File: src/hdl/irfd_pkg.sv
// Shared types, timing windows and helper for the IR remote frame decoder.
// No dependencies; imported by irfd_track and ir_remote_frame_decoder.
`timescale 1ns / 1ps

package irfd_pkg;

	localparam int unsigned FRAME_DUR_LIMIT_DEF = 256;

	localparam int unsigned DUR_W = 16;
	localparam int unsigned PROTO_W = 2;
	localparam int unsigned VALUE_W = 32;
	localparam int unsigned ADDR_W = 13;
	localparam int unsigned CMD_W = 8;
	localparam int unsigned BITCNT_W = 9;
	localparam int unsigned SIRC_MAX_BITS = 20;
	localparam int unsigned SIRC_CMD_BITS = 7;

	// first bad SIRC space, 9 bits; all ones means none seen
	localparam int unsigned BAD_W = 9;
	localparam logic [BAD_W-1:0] NONE_SEEN = '1;

	// result beat: value, address, command, bit_count, header fields, 95 bits -> 96
	localparam int unsigned RES_TDATA_W = 96;

	localparam logic [PROTO_W-1:0] PROTO_NEC = 2'd0;
	localparam logic [PROTO_W-1:0] PROTO_VARIANT = 2'd1;
	localparam logic [PROTO_W-1:0] PROTO_SIRC = 2'd2;
	localparam logic [PROTO_W-1:0] PROTO_UNKNOWN = 2'd3;

	// nominal times in microseconds
	localparam int unsigned T_HDR_LONG = 9000;
	localparam int unsigned T_HDR_SHORT = 4500;
	localparam int unsigned T_SIRC_HDR = 2400;
	localparam int unsigned T_SIRC_ZERO = 600;
	localparam int unsigned T_SIRC_ONE = 1200;
	localparam int unsigned T_PD_UNIT = 560;
	localparam int unsigned T_PD_ONE = 1690;

	// exclusive window 75% .. 125%, bounds truncated
	localparam int unsigned HDR_LONG_LO = T_HDR_LONG * 75 / 100;
	localparam int unsigned HDR_LONG_HI = T_HDR_LONG * 125 / 100;
	localparam int unsigned HDR_SHORT_LO = T_HDR_SHORT * 75 / 100;
	localparam int unsigned HDR_SHORT_HI = T_HDR_SHORT * 125 / 100;
	localparam int unsigned SIRC_HDR_LO = T_SIRC_HDR * 75 / 100;
	localparam int unsigned SIRC_HDR_HI = T_SIRC_HDR * 125 / 100;
	localparam int unsigned SIRC_ZERO_LO = T_SIRC_ZERO * 75 / 100;
	localparam int unsigned SIRC_ZERO_HI = T_SIRC_ZERO * 125 / 100;
	localparam int unsigned SIRC_ONE_LO = T_SIRC_ONE * 75 / 100;
	localparam int unsigned SIRC_ONE_HI = T_SIRC_ONE * 125 / 100;
	localparam int unsigned PD_UNIT_LO = T_PD_UNIT * 75 / 100;
	localparam int unsigned PD_UNIT_HI = T_PD_UNIT * 125 / 100;
	localparam int unsigned PD_ONE_LO = T_PD_ONE * 75 / 100;
	localparam int unsigned PD_ONE_HI = T_PD_ONE * 125 / 100;

	// frame length limits
	localparam int unsigned PD_MIN_COUNT = 67;
	localparam int unsigned PD_LAST_MARK = 64;
	localparam int unsigned PD_LAST_SPACE = 65;
	localparam int unsigned PD_BITS = 32;
	localparam int unsigned SIRC_MIN_COUNT = 25;
	localparam int unsigned BAD_POS_LIMIT = 511;

	typedef struct packed {
		logic [PROTO_W-1:0]  protocol;
		logic [VALUE_W-1:0]  value;
		logic [ADDR_W-1:0]   address;
		logic [CMD_W-1:0]    command;
		logic [BITCNT_W-1:0] bit_count;
		logic [DUR_W-1:0]    header_mark;
		logic [DUR_W-1:0]    header_space;
		logic                header_valid;
	} irfd_result_t;

	function automatic logic near_time(input logic [DUR_W-1:0] d, input int unsigned lo,
		input int unsigned hi);
		return (32'(d) > lo) && (32'(d) < hi);
	endfunction

endpackage

File: src/hdl/irfd_track.sv
// Per-frame tracking state of the IR decoder and the end-of-frame decision.
// Depends on irfd_pkg. Result is combinational from the next state.
`timescale 1ns / 1ps

module irfd_track #(
	parameter int unsigned FRAME_DUR_LIMIT = irfd_pkg::FRAME_DUR_LIMIT_DEF
) (
	input  logic                          clk,
	input  logic                          arst_n,
	input  logic                          step,
	input  logic [irfd_pkg::DUR_W-1:0]    duration_us,
	input  logic                          last,
	output irfd_pkg::irfd_result_t        result
);
	import irfd_pkg::*;

	localparam int unsigned POS_W = $clog2(FRAME_DUR_LIMIT + 1);

	logic [POS_W-1:0]         position_q, position_n;
	logic                     nec_ok_q, nec_ok_n;
	logic                     variant_ok_q, variant_ok_n;
	logic [PD_BITS-1:0]       pd_bits_q, pd_bits_n;
	logic                     sirc_marks_ok_q, sirc_marks_ok_n;
	logic [SIRC_MAX_BITS-1:0] sirc_bits_q, sirc_bits_n;
	logic [BAD_W-1:0]         sirc_bad_q, sirc_bad_n;
	logic [DUR_W-1:0]         first_mark_q, first_mark_n;
	logic [DUR_W-1:0]         first_space_q, first_space_n;

	logic [31:0] p32;
	logic [31:0] count32;
	logic [31:0] bits32;
	logic        take;
	logic        sirc_len_ok;
	logic [SIRC_MAX_BITS-1:0] sirc_mask;
	logic [SIRC_MAX_BITS-1:0] sirc_val;

	assign p32 = 32'(position_q);
	assign take = 32'(position_q) < FRAME_DUR_LIMIT;

	always_comb begin
		position_n = position_q;
		nec_ok_n = nec_ok_q;
		variant_ok_n = variant_ok_q;
		pd_bits_n = pd_bits_q;
		sirc_marks_ok_n = sirc_marks_ok_q;
		sirc_bits_n = sirc_bits_q;
		sirc_bad_n = sirc_bad_q;
		first_mark_n = first_mark_q;
		first_space_n = first_space_q;
		if (take) begin
			position_n = position_q + 1'b1;
			if (p32 == 32'd0) begin
				first_mark_n = duration_us;
				if (!near_time(duration_us, HDR_LONG_LO, HDR_LONG_HI)) nec_ok_n = 1'b0;
				if (!near_time(duration_us, HDR_SHORT_LO, HDR_SHORT_HI)) variant_ok_n = 1'b0;
				if (!near_time(duration_us, SIRC_HDR_LO, SIRC_HDR_HI)) sirc_marks_ok_n = 1'b0;
			end else if (p32 == 32'd1) begin
				first_space_n = duration_us;
				if (!near_time(duration_us, HDR_SHORT_LO, HDR_SHORT_HI)) begin
					nec_ok_n = 1'b0;
					variant_ok_n = 1'b0;
				end
				if (!near_time(duration_us, SIRC_ZERO_LO, SIRC_ZERO_HI)) sirc_marks_ok_n = 1'b0;
			end else if (!position_q[0]) begin
				// mark
				if (p32 <= PD_LAST_MARK && !near_time(duration_us, PD_UNIT_LO, PD_UNIT_HI)) begin
					nec_ok_n = 1'b0;
					variant_ok_n = 1'b0;
				end
				if (near_time(duration_us, SIRC_ONE_LO, SIRC_ONE_HI)) begin
					for (int i = 0; i < SIRC_MAX_BITS; i++) begin
						if (p32 == 32'(2 + 2 * i)) sirc_bits_n[i] = 1'b1;
					end
				end else if (!near_time(duration_us, SIRC_ZERO_LO, SIRC_ZERO_HI)) begin
					sirc_marks_ok_n = 1'b0;
				end
			end else begin
				// space
				if (p32 <= PD_LAST_SPACE) begin
					if (near_time(duration_us, PD_ONE_LO, PD_ONE_HI)) begin
						for (int i = 0; i < PD_BITS; i++) begin
							if (p32 == 32'(3 + 2 * i)) pd_bits_n[i] = 1'b1;
						end
					end else if (!near_time(duration_us, PD_UNIT_LO, PD_UNIT_HI)) begin
						nec_ok_n = 1'b0;
						variant_ok_n = 1'b0;
					end
				end
				if (!near_time(duration_us, SIRC_ZERO_LO, SIRC_ZERO_HI)
					&& sirc_bad_q == NONE_SEEN && p32 < BAD_POS_LIMIT) begin
					sirc_bad_n = p32[BAD_W-1:0];
				end
			end
		end
	end

	// end-of-frame decision on the state that includes this beat
	assign count32 = 32'(position_n);
	assign bits32 = (count32 - 32'd1) >> 1;
	assign sirc_len_ok = (bits32 == 32'd12 && 32'(sirc_bad_n) > 32'd23)
		|| (bits32 == 32'd15 && 32'(sirc_bad_n) > 32'd29)
		|| (bits32 == 32'd20 && 32'(sirc_bad_n) > 32'd39);

	always_comb begin
		case (bits32[4:0])
			5'd12:   sirc_mask = SIRC_MAX_BITS'(20'h00FFF);
			5'd15:   sirc_mask = SIRC_MAX_BITS'(20'h07FFF);
			default: sirc_mask = '1;
		endcase
	end
	assign sirc_val = sirc_bits_n & sirc_mask;

	always_comb begin
		result = '0;
		if (count32 >= PD_MIN_COUNT && (nec_ok_n || variant_ok_n)) begin
			result.protocol = nec_ok_n ? PROTO_NEC : PROTO_VARIANT;
			result.value = pd_bits_n;
			result.address = ADDR_W'(pd_bits_n[7:0]);
			result.command = pd_bits_n[23:16];
			result.bit_count = BITCNT_W'(PD_BITS);
		end else if (count32 >= SIRC_MIN_COUNT && sirc_marks_ok_n && sirc_len_ok) begin
			result.protocol = PROTO_SIRC;
			result.value = VALUE_W'(sirc_val);
			result.address = sirc_val[SIRC_MAX_BITS-1:SIRC_CMD_BITS];
			result.command = CMD_W'(sirc_val[SIRC_CMD_BITS-1:0]);
			result.bit_count = bits32[BITCNT_W-1:0];
		end else begin
			result.protocol = PROTO_UNKNOWN;
			result.bit_count = count32[BITCNT_W-1:0];
			if (count32 >= 32'd2) begin
				result.header_mark = first_mark_n;
				result.header_space = first_space_n;
				result.header_valid = 1'b1;
			end
		end
	end

	always_ff @(posedge clk or negedge arst_n) begin
		if (!arst_n) begin
			position_q <= '0;
			nec_ok_q <= 1'b1;
			variant_ok_q <= 1'b1;
			pd_bits_q <= '0;
			sirc_marks_ok_q <= 1'b1;
			sirc_bits_q <= '0;
			sirc_bad_q <= NONE_SEEN;
			first_mark_q <= '0;
			first_space_q <= '0;
		end else if (step) begin
			if (last) begin
				position_q <= '0;
				nec_ok_q <= 1'b1;
				variant_ok_q <= 1'b1;
				pd_bits_q <= '0;
				sirc_marks_ok_q <= 1'b1;
				sirc_bits_q <= '0;
				sirc_bad_q <= NONE_SEEN;
				first_mark_q <= '0;
				first_space_q <= '0;
			end else begin
				position_q <= position_n;
				nec_ok_q <= nec_ok_n;
				variant_ok_q <= variant_ok_n;
				pd_bits_q <= pd_bits_n;
				sirc_marks_ok_q <= sirc_marks_ok_n;
				sirc_bits_q <= sirc_bits_n;
				sirc_bad_q <= sirc_bad_n;
				first_mark_q <= first_mark_n;
				first_space_q <= first_space_n;
			end
		end
	end

endmodule

File: src/hdl/ir_remote_frame_decoder.sv
// Top level of the IR remote frame decoder: input register, frame tracker, result register.
// Depends on irfd_pkg and irfd_track.
`timescale 1ns / 1ps

// Takes one mark or space duration (microseconds) per beat, marks first, tlast on the final
// duration of a frame, and gives one result beat per frame: NEC, the 4.5 ms header variant,
// SIRC 12/15/20 bit, or unknown with the header durations. One duration is taken every clock
// cycle unless a stalled last duration holds the input register. The result is registered: the
// input register holds the last duration, then the tracker's decision loads the result register.
// Only a frame's last duration waits on a result that has not been taken yet; durations past
// FRAME_DUR_LIMIT are dropped and the count saturates.
module ir_remote_frame_decoder #(
	parameter int unsigned FRAME_DUR_LIMIT = irfd_pkg::FRAME_DUR_LIMIT_DEF
) (
	input  logic                                clk,
	input  logic                                arst_n,
	input  logic                                s_axis_tvalid,
	output logic                                s_axis_tready,
	input  logic [irfd_pkg::DUR_W-1:0]          s_axis_tdata,  // [15:0] duration_us
	input  logic                                s_axis_tlast,
	output logic                                m_axis_tvalid,
	input  logic                                m_axis_tready,
	// [31:0] value, [44:32] address, [52:45] command, [61:53] bit_count,
	// [77:62] header_mark, [93:78] header_space, [94] header_valid, [95] zero
	output logic [irfd_pkg::RES_TDATA_W-1:0]    m_axis_tdata,
	output logic [irfd_pkg::PROTO_W-1:0]        m_axis_tuser   // [1:0] protocol
);
	import irfd_pkg::*;

	logic               valid_s1;
	logic [DUR_W-1:0]   dur_s1;
	logic               last_s1;
	logic               adv_s1;
	logic               step;
	irfd_result_t       res;
	irfd_result_t       res_q;
	logic               out_valid_q;

	// a non-last beat never needs the result register
	assign adv_s1 = !last_s1 || !out_valid_q || m_axis_tready;
	assign step = valid_s1 && adv_s1;
	assign s_axis_tready = !valid_s1 || adv_s1;

	always_ff @(posedge clk or negedge arst_n) begin
		if (!arst_n) begin
			valid_s1 <= 1'b0;
		end else if (s_axis_tready) begin
			valid_s1 <= s_axis_tvalid;
		end
	end

	always_ff @(posedge clk) begin
		if (s_axis_tready && s_axis_tvalid) begin
			dur_s1 <= s_axis_tdata;
			last_s1 <= s_axis_tlast;
		end
	end

	irfd_track #(
		.FRAME_DUR_LIMIT(FRAME_DUR_LIMIT)
	) u_track (
		.clk(clk),
		.arst_n(arst_n),
		.step(step),
		.duration_us(dur_s1),
		.last(last_s1),
		.result(res)
	);

	always_ff @(posedge clk or negedge arst_n) begin
		if (!arst_n) begin
			out_valid_q <= 1'b0;
		end else if (step && last_s1) begin
			out_valid_q <= 1'b1;
		end else if (m_axis_tready) begin
			out_valid_q <= 1'b0;
		end
	end

	always_ff @(posedge clk) begin
		if (step && last_s1) begin
			res_q <= res;
		end
	end

	assign m_axis_tvalid = out_valid_q;
	assign m_axis_tuser = res_q.protocol;
	assign m_axis_tdata = {1'b0, res_q.header_valid, res_q.header_space, res_q.header_mark,
		res_q.bit_count, res_q.command, res_q.address, res_q.value};

endmodule

File: config.mk
export PLATFORM = sky130hd
export DESIGN_NAME = ir_remote_frame_decoder
export DESIGN_NICKNAME = d
export VERILOG_FILES = /design/src/hdl/irfd_pkg.sv /design/src/hdl/irfd_track.sv /design/src/hdl/ir_remote_frame_decoder.sv
export SDC_FILE = /design/constraint.sdc
export NUM_CORES = 1
export LEC_CHECK = 0
export BUFFER_PORTS_ARGS = -buffer_cell sky130_fd_sc_hd__buf_2
export CAP_MARGIN = 5
export CORE_ASPECT_RATIO = 0.75
export CORE_MARGIN = 2
export CORE_UTILIZATION = 50
export CTS_CLUSTER_SIZE = 8
export DETAILED_ROUTE_END_ITERATION = 10
export HOLD_SLACK_MARGIN = 0.05
export PLACE_DENSITY = 0.77
export SYNTH_ARGS = -nofsm -noshare
export SYNTH_HDL_FRONTEND = slang
export SYNTH_SLANG_ARGS = --single-unit
File: constraint.sdc
create_clock -name clk -period 7.1 [get_ports clk]
set_input_delay 1.065 -clock clk [delete_from_list [all_inputs] [get_ports clk]]
set_output_delay 1.065 -clock clk [all_outputs]
set_load 0.005 [all_outputs]
# After elaboration in Yosys (flattened, before gate mapping)
# Index checks and enable logic that the tools add are counted.
[word_totals]
output_inout_bits = 100
n_memories = 0
ramBits = 0
inputBits = 21
elab_cells = 263
mem_bits_ro = 0
latchBits = 0
ff_bits = 221
[classes]
n_mux = 118
div_mod_pow = 0
n_shift = 0
addsub = 2
bitwise_logic = 3
magnitude_cmp = 24
n_mul = 0
n_eq_ne = 59
n_reduce_logical = 35
[ops]
columns = ["op", "n"]
rows = [
  ["2-to-1 mux 32 bit", 7],
  ["equality test 9 x 6 -> 1 bit (second input constant)", 21],
  ["equality test 9 x 5 -> 1 bit (second input constant)", 16],
  ["2-to-1 mux 20 bit", 6],
  ["2-to-1 mux 16 bit", 7],
  ["2-to-1 mux 1 bit", 86],
  ["2-to-1 mux 9 bit", 9],
  ["equality test 9 x 4 -> 1 bit (second input constant)", 8],
  ["2-to-1 mux 64 bit", 1],
  ["equality test 31 x 4 -> 1 bit (second input constant)", 2],
  ["2-to-1 mux 41 bit", 1],
  ["one-hot mux 20 bit (2 select lines)", 1],
  ["equality test 9 x 3 -> 1 bit (second input constant)", 4],
  ["greater-than comparator 16 x 11 -> 1 bit (second input constant)", 2],
  ["greater-than comparator 16 x 9 -> 1 bit (second input constant)", 2],
  ["zero test 32 bit", 1],
  ["< comparator 16 x 10 -> 1 bit (second input constant)", 2],
  ["< comparator 16 x 12 -> 1 bit (second input constant)", 2],
  ["equality test 31 x 5 -> 1 bit (second input constant)", 1],
  ["bitwise AND 20 bit", 1],
  ["logical AND 1 bit", 19],
  ["equality test 9 x 2 -> 1 bit (second input constant)", 2],
  ["greater-than comparator 9 x 5 -> 1 bit (second input constant)", 2],
  ["less-or-equal comparator 9 x 7 -> 1 bit (second input constant)", 2],
  ["other kinds (23)", 36],
]

# Longest topological paths before layout
[logic_depth]
depth_word = 17
ltp_mapped = 14
mapped_depth_nobuf = 12

# Cells and area by module
# A second synthesis with hierarchy kept.
[unflattened]
hier_cells = 1016
area_unflattened_um2 = 11064.4
[modules_own_cells]
columns = ["mod", "seq_area_each_um2", "instances", "area_per_inst_um2", "cells_per_inst"]
rows = [
  ["irfd_track", 2642.5, 1, 7523.5, 890],
  ["ir_remote_frame_decoder", 3473.3, 1, 3540.9, 126],
]

# Worst setup path before layout
# Ideal clock, no wire load.
[synth_timing]
path_kind = "input to register"
startpoint = "input port m_axis_tready"
endpoint = "register res_q (netlist bit m_axis_tdata[0]), enable pin"
setup_time_ns = 0.499
setup_slack_ns = 2.125
arrival_time_ns = 4.477
stages = 6
required_ns = 6.601
path_buffers = 2
cell_sequence = "nand3b_1 -> and2_1 -> clkbuf_1 -> nand2_1 -> inv_1 -> clkbuf_1"
[synth_between]
elab_chain_cells = 3
[synth_lines]
columns = ["element", "line", "rtl"]
rows = [
  ["from (decl)", "ir_remote_frame_decoder.sv:22", "input logic m_axis_tready,"],
  ["logical OR 1 bit", "ir_remote_frame_decoder.sv:40", "assign adv_s1 = !last_s1 || !out_valid_q || m_axis_tready;"],
  ["logical AND 1 bit", "ir_remote_frame_decoder.sv:41", "assign step = valid_s1 && adv_s1;"],
  ["logical AND 1 bit", "ir_remote_frame_decoder.sv:81", "if (step && last_s1) begin"],
  ["to (signal assigned)", "ir_remote_frame_decoder.sv:82", "res_q <= res;"],
  ["to (decl)", "ir_remote_frame_decoder.sv:36", "irfd_result_t res_q;"],
]
# No other way between the ends.
# A chain may end at the register's enable or synchronous reset.

# Worst setup path in the final report
[layout_timing]
startpoint = "register u_track.position_q[3]"
endpoint = "register res_q (netlist bit m_axis_tdata[88]) (data pin)"
[layout_between]
elab_chain_cells = 13
word_cells_on_any_way = 54
classes_between = "add/sub (2); order compare (10); eq/ne (4); mux (24); bitwise (1); reduce/logical (13)"
[layout_lines]
columns = ["element", "line", "rtl"]
rows = [
  ["from (decl)", "irfd_track.sv:19", "logic [POS_W-1:0] position_q, position_n;"],
  ["from (signal assigned)", "irfd_track.sv:161", "position_q <= position_n;"],
  ["< comparator 9 bit", "irfd_track.sv:90", "&& sirc_bad_q == NONE_SEEN && p32 < BAD_POS_LIMIT) begin"],
  ["logical AND 1 bit", "irfd_track.sv:90", ""],
  ["2-to-1 mux 9 bit", "irfd_track.sv:89", "if (!near_time(duration_us, SIRC_ZERO_LO, SIRC_ZERO_HI)"],
  ["2-to-1 mux 9 bit", "irfd_track.sv:64", "end else if (!position_q[0]) begin"],
  ["2-to-1 mux 9 bit", "irfd_track.sv:57", "end else if (p32 == 32'd1) begin"],
  ["2-to-1 mux 9 bit", "irfd_track.sv:52", "if (p32 == 32'd0) begin"],
  ["2-to-1 mux 9 bit", "irfd_track.sv:50", "if (take) begin"],
  ["greater-than comparator 9 x 5 -> 1 bit (on tied branches)", "irfd_track.sv:100, irfd_track.sv:101", ""],
  ["logical AND 1 bit (on tied branches)", "irfd_track.sv:100, irfd_track.sv:101", ""],
  ["logical OR 1 bit", "irfd_track.sv:101", "|| (bits32 == 32'd15 && 32'(sirc_bad_n) > 32'd29)"],
  ["logical OR 1 bit", "irfd_track.sv:102", "|| (bits32 == 32'd20 && 32'(sirc_bad_n) > 32'd39);"],
  ["logical AND 1 bit", "irfd_track.sv:121", "end else if (count32 >= SIRC_MIN_COUNT && sirc_marks_ok_n && sirc_len_ok) begin"],
  ["OR reduction 3 bit (no line)", "n/a", ""],
]
# Parallel ways exist; a longest one is shown, timed or not.

==> results.yml <==
yosys:
  synth.largest_area_cell: "edfxtp_1"
  synth_cell_types: 78
  yosys-top-cells-area: "edfxtp_1 32%, dfrtp_1 22%, a21oi_1 5.6%, nand2_1 5.2%, nor2_1 4.1%"
  synth_warnings: 0
  yosys-top-cells-count: "147 x nand2_1, 119 x a21oi_1, 116 x nor2_1"
  synthesis.area_mm2: 0.0106
  synthesis.nets: 1085
  synth_edf_count: 113
  synthArstFlopShare_pct: 48.6
  synthFlopType: "edfxtp_1"
  yosysMostFrequentCell: "nand2_1"
  synth_seq_cells: 220
  synth_top_area_share_pct: 32.0
  ys_seq_area_share_pct: 57.5
  syn-instance-count: 1055
  syn_avg_cell_area_um2: 10.0
sta:
  post-route-min-period_ns: 4.89
  slew_viol_final: 0
  worstMarginPinSlew_ns: 1.19
  rsz0062_at_grt: "no"
  min_period_over_period_pct: 68.8
  relSlewSlack_pct: 20.3
  fmax_mhz: 205
  finClkSkew_ns: 0.0172
  hold_ws_ns: 0.461
  layout_setup_ws_ns: 2.21
  fin_tns_setup_ns: 0
  setup_viol: 0
  hold_viol: 0
layout:
  diodes: 0
  final_nets: 1174
  syn2layout_area_growth_pct: 15.4
  drive_above_1_share_pct: 16.7
cts:
  cts_sinks: 220
  cts_made_buffers: 31
  clk_path_buf_depth: 3
  cts_root_buf: "clkbuf_16"
  cts_resized: 0
  clk_pin_slew_ns: 0.05
  cts_setup_buffers: 0
  htree_levels: 1
  clkLatencyLatePin_ns: 0.54
  cts_tree: "built"
  postCtsHoldBufs: 0
drt:
  dr.pass1.iters: 5
  totalWireLength_um: 28300
  vias: 8856
  ant_nets: 0
  drc: 0
  wl_per_cell_um: 19.4
  first_iter_violations: 1229
  viasPerCell: 6.08
global_route:
  grt_start_max_net_pins: 90
  grt_pass1_wl_um: 44200
  antenna_found_initial: 0
  grt_pass1_vias: 8009
  globalRoute.totalOverflow: 0
  grtUsageTotal_pct: 25.2
placed_design:
  gp_congestion: 0.926
  dp_worst_setup_slack_ns: 2.36
  port_buffers: 119
  hpwlAfterDp_um: 18600
floorplanning:
  rows: 46
  fp.dieH_um: 130
  io_pins: 121
  die-area_mm2: 0.0224
  start_util_pct: 50.6
  core-area_mm2: 0.0210
  die_w_um: 172
job:
  drv_cap: 0
critical_path:
  path_max_fanout: 33
  critPathKind: "register to register"
  worstPathArrival_ns: 5.26
  crit_required_ns: 7.47
  reg2reg_depth: 10
  reg2reg_to: "m_axis_tdata[88]"
  r2r_slack_ns: 2.21
  cp-end-kind: "register"
  critPathMaxStageDelay_ns: 0.93
  cpLargestDelayFamily: "simple AND/OR/NAND/NOR gates"
  worstSetupStartpointType: "register"
  path_buf_inv: 3
  crit_chain: "or4_4 > nor2_1 > o311ai_0 > o211ai_1 > a21oi_1 > buf_4 > inv_1 > o211ai_1 > buf_4 > a21oi_1"
  r2r-start: "u_track.position_q[3]"
  critPathSlowestCell: "nor2_1"
status:
  status: "finished, final reports clean"
min_path:
  min_path_type: "primary input to asynchronous set/reset pin"
power:
  power.density_mw_per_mm2: 298
  peakVddDrop_mv: 0.170
  p_leak_nw: 4.87
cell type report:
class,instances,area (um2)
inverter,13,51.3
timing repair buffer,127,671
clock buffer,57,895
fill,1749,8730
sequential,220,6090
tap,288,360
multi-input combinational,751,4160
how the worst max path moves through the flow:
stage | slack [ns] | cells past startpoint | start | endpoint
floorplan | 2.12 | 6 | m_axis_tready | m_axis_tdata[0]
global placement | 2.55 | 10 | u_track.position_q[3] | m_axis_tdata[64]
detailed placement | 2.36 | 10 | u_track.position_q[3] | m_axis_tdata[88]
CTS | 2.29 | 10 | u_track.position_q[3] | m_axis_tdata[88]
global route | 1.92 | 10 | u_track.position_q[3] | m_axis_tdata[88]
finish | 2.21 | 10 | u_track.position_q[3] | m_axis_tdata[88]
worst reg2reg max path, delay by kind of cell, from the launching register on:
family          cells  cell delay, ns
simple gates        2            1.59
buf+inv             3            1.30
compound gates      5            1.19
flops               1            0.64
placed cells by master, fill, tap and decap left out, types with 13 or more instances in the layout:
cell type  netlist  layout
edfxtp_1       113     113
nor2_1         116     116
a21oi_1        119     119
a21boi_0        32      32
nand2_1        147     147
dfrtp_1         95      95
o21ai_0         85      85
nand3_1         13      13
clkbuf_1        62      25
clkbuf_16        0      32
nor3_1          26      26
a31oi_1         22      22
buf_2            4     118
power by group:
group	total (mW)	switching, mW	leakage [nW]	internal [mW]
combinational	0.658	0.430	1.93	0.228
clock	1.36	0.523	0.424	0.833
sequential	1.63	0.101	2.51	1.53
total	3.64	1.05	4.87	2.59
stage by stage:
| step | std cells | power [mW] | utilization [%] | instance area, um2 |
|---|---|---|---|---|
| 6_report | 1456 | 3.64 | 58.3 | 12200 |
| 5_1_grt | 1456 | 3.80 | 58.3 | 12200 |
| 4_1_cts | 1456 | 3.64 | 58.3 | 12200 |
| 3_5_place_dp | 1399 | 2.29 | 54.1 | 11300 |
| 3_3_place_gp | 1399 | 2.27 | 54.1 | 11300 |
| 2_1_floorplan | 1055 | 2.08 | - | 10600 |
registers in the layout (all words and copies together), names as in the netlist:
signal,flops
u_track.variant_ok_q,1
u_track.sirc_bits_q,20
u_track.pd_bits_q,32
last_s1,1
m_axis_tdata,94
u_track.position_q,9
dur_s1,16
u_track.nec_ok_q,1
valid_s1,1
m_axis_tuser,2
m_axis_tvalid,1
u_track.first_mark_q,16
u_track.sirc_marks_ok_q,1
u_track.sirc_bad_q,9
u_track.first_space_q,16
layer usage:
| layer | wire length [um] | GRT usage (%) |
|---|---|---|
| met1 | 13300 | 41.0 |
| met2 | 11400 | 33.7 |
| met3 | 3100 | 5.91 |
| met4 | 487 | 5.34 |
| met5 | 0 | 0 |
kinds of logic (layout without fill, tap and decap cells):
| kind of cell | Yosys count | after routing | share of synthesized area, % |
|---|---|---|---|
| AND/OR/NAND/NOR | 391 | 391 | 17.4 |
| AO/OA/AOI/OAI | 337 | 337 | 19.3 |
| flip-flops | 220 | 220 | 57.5 |
| buffers and inverters | 84 | 197 | 3.27 |
| XOR/XNOR | 12 | 12 | 1.33 |
| adder cells (fa/ha/maj) | 9 | 9 | 1.06 |
| other | 1 | 1 | 0.0354 |
| multiplexers | 1 | 1 | 0.0945 |
Note: power is estimated with default switching activity, not from simulation.
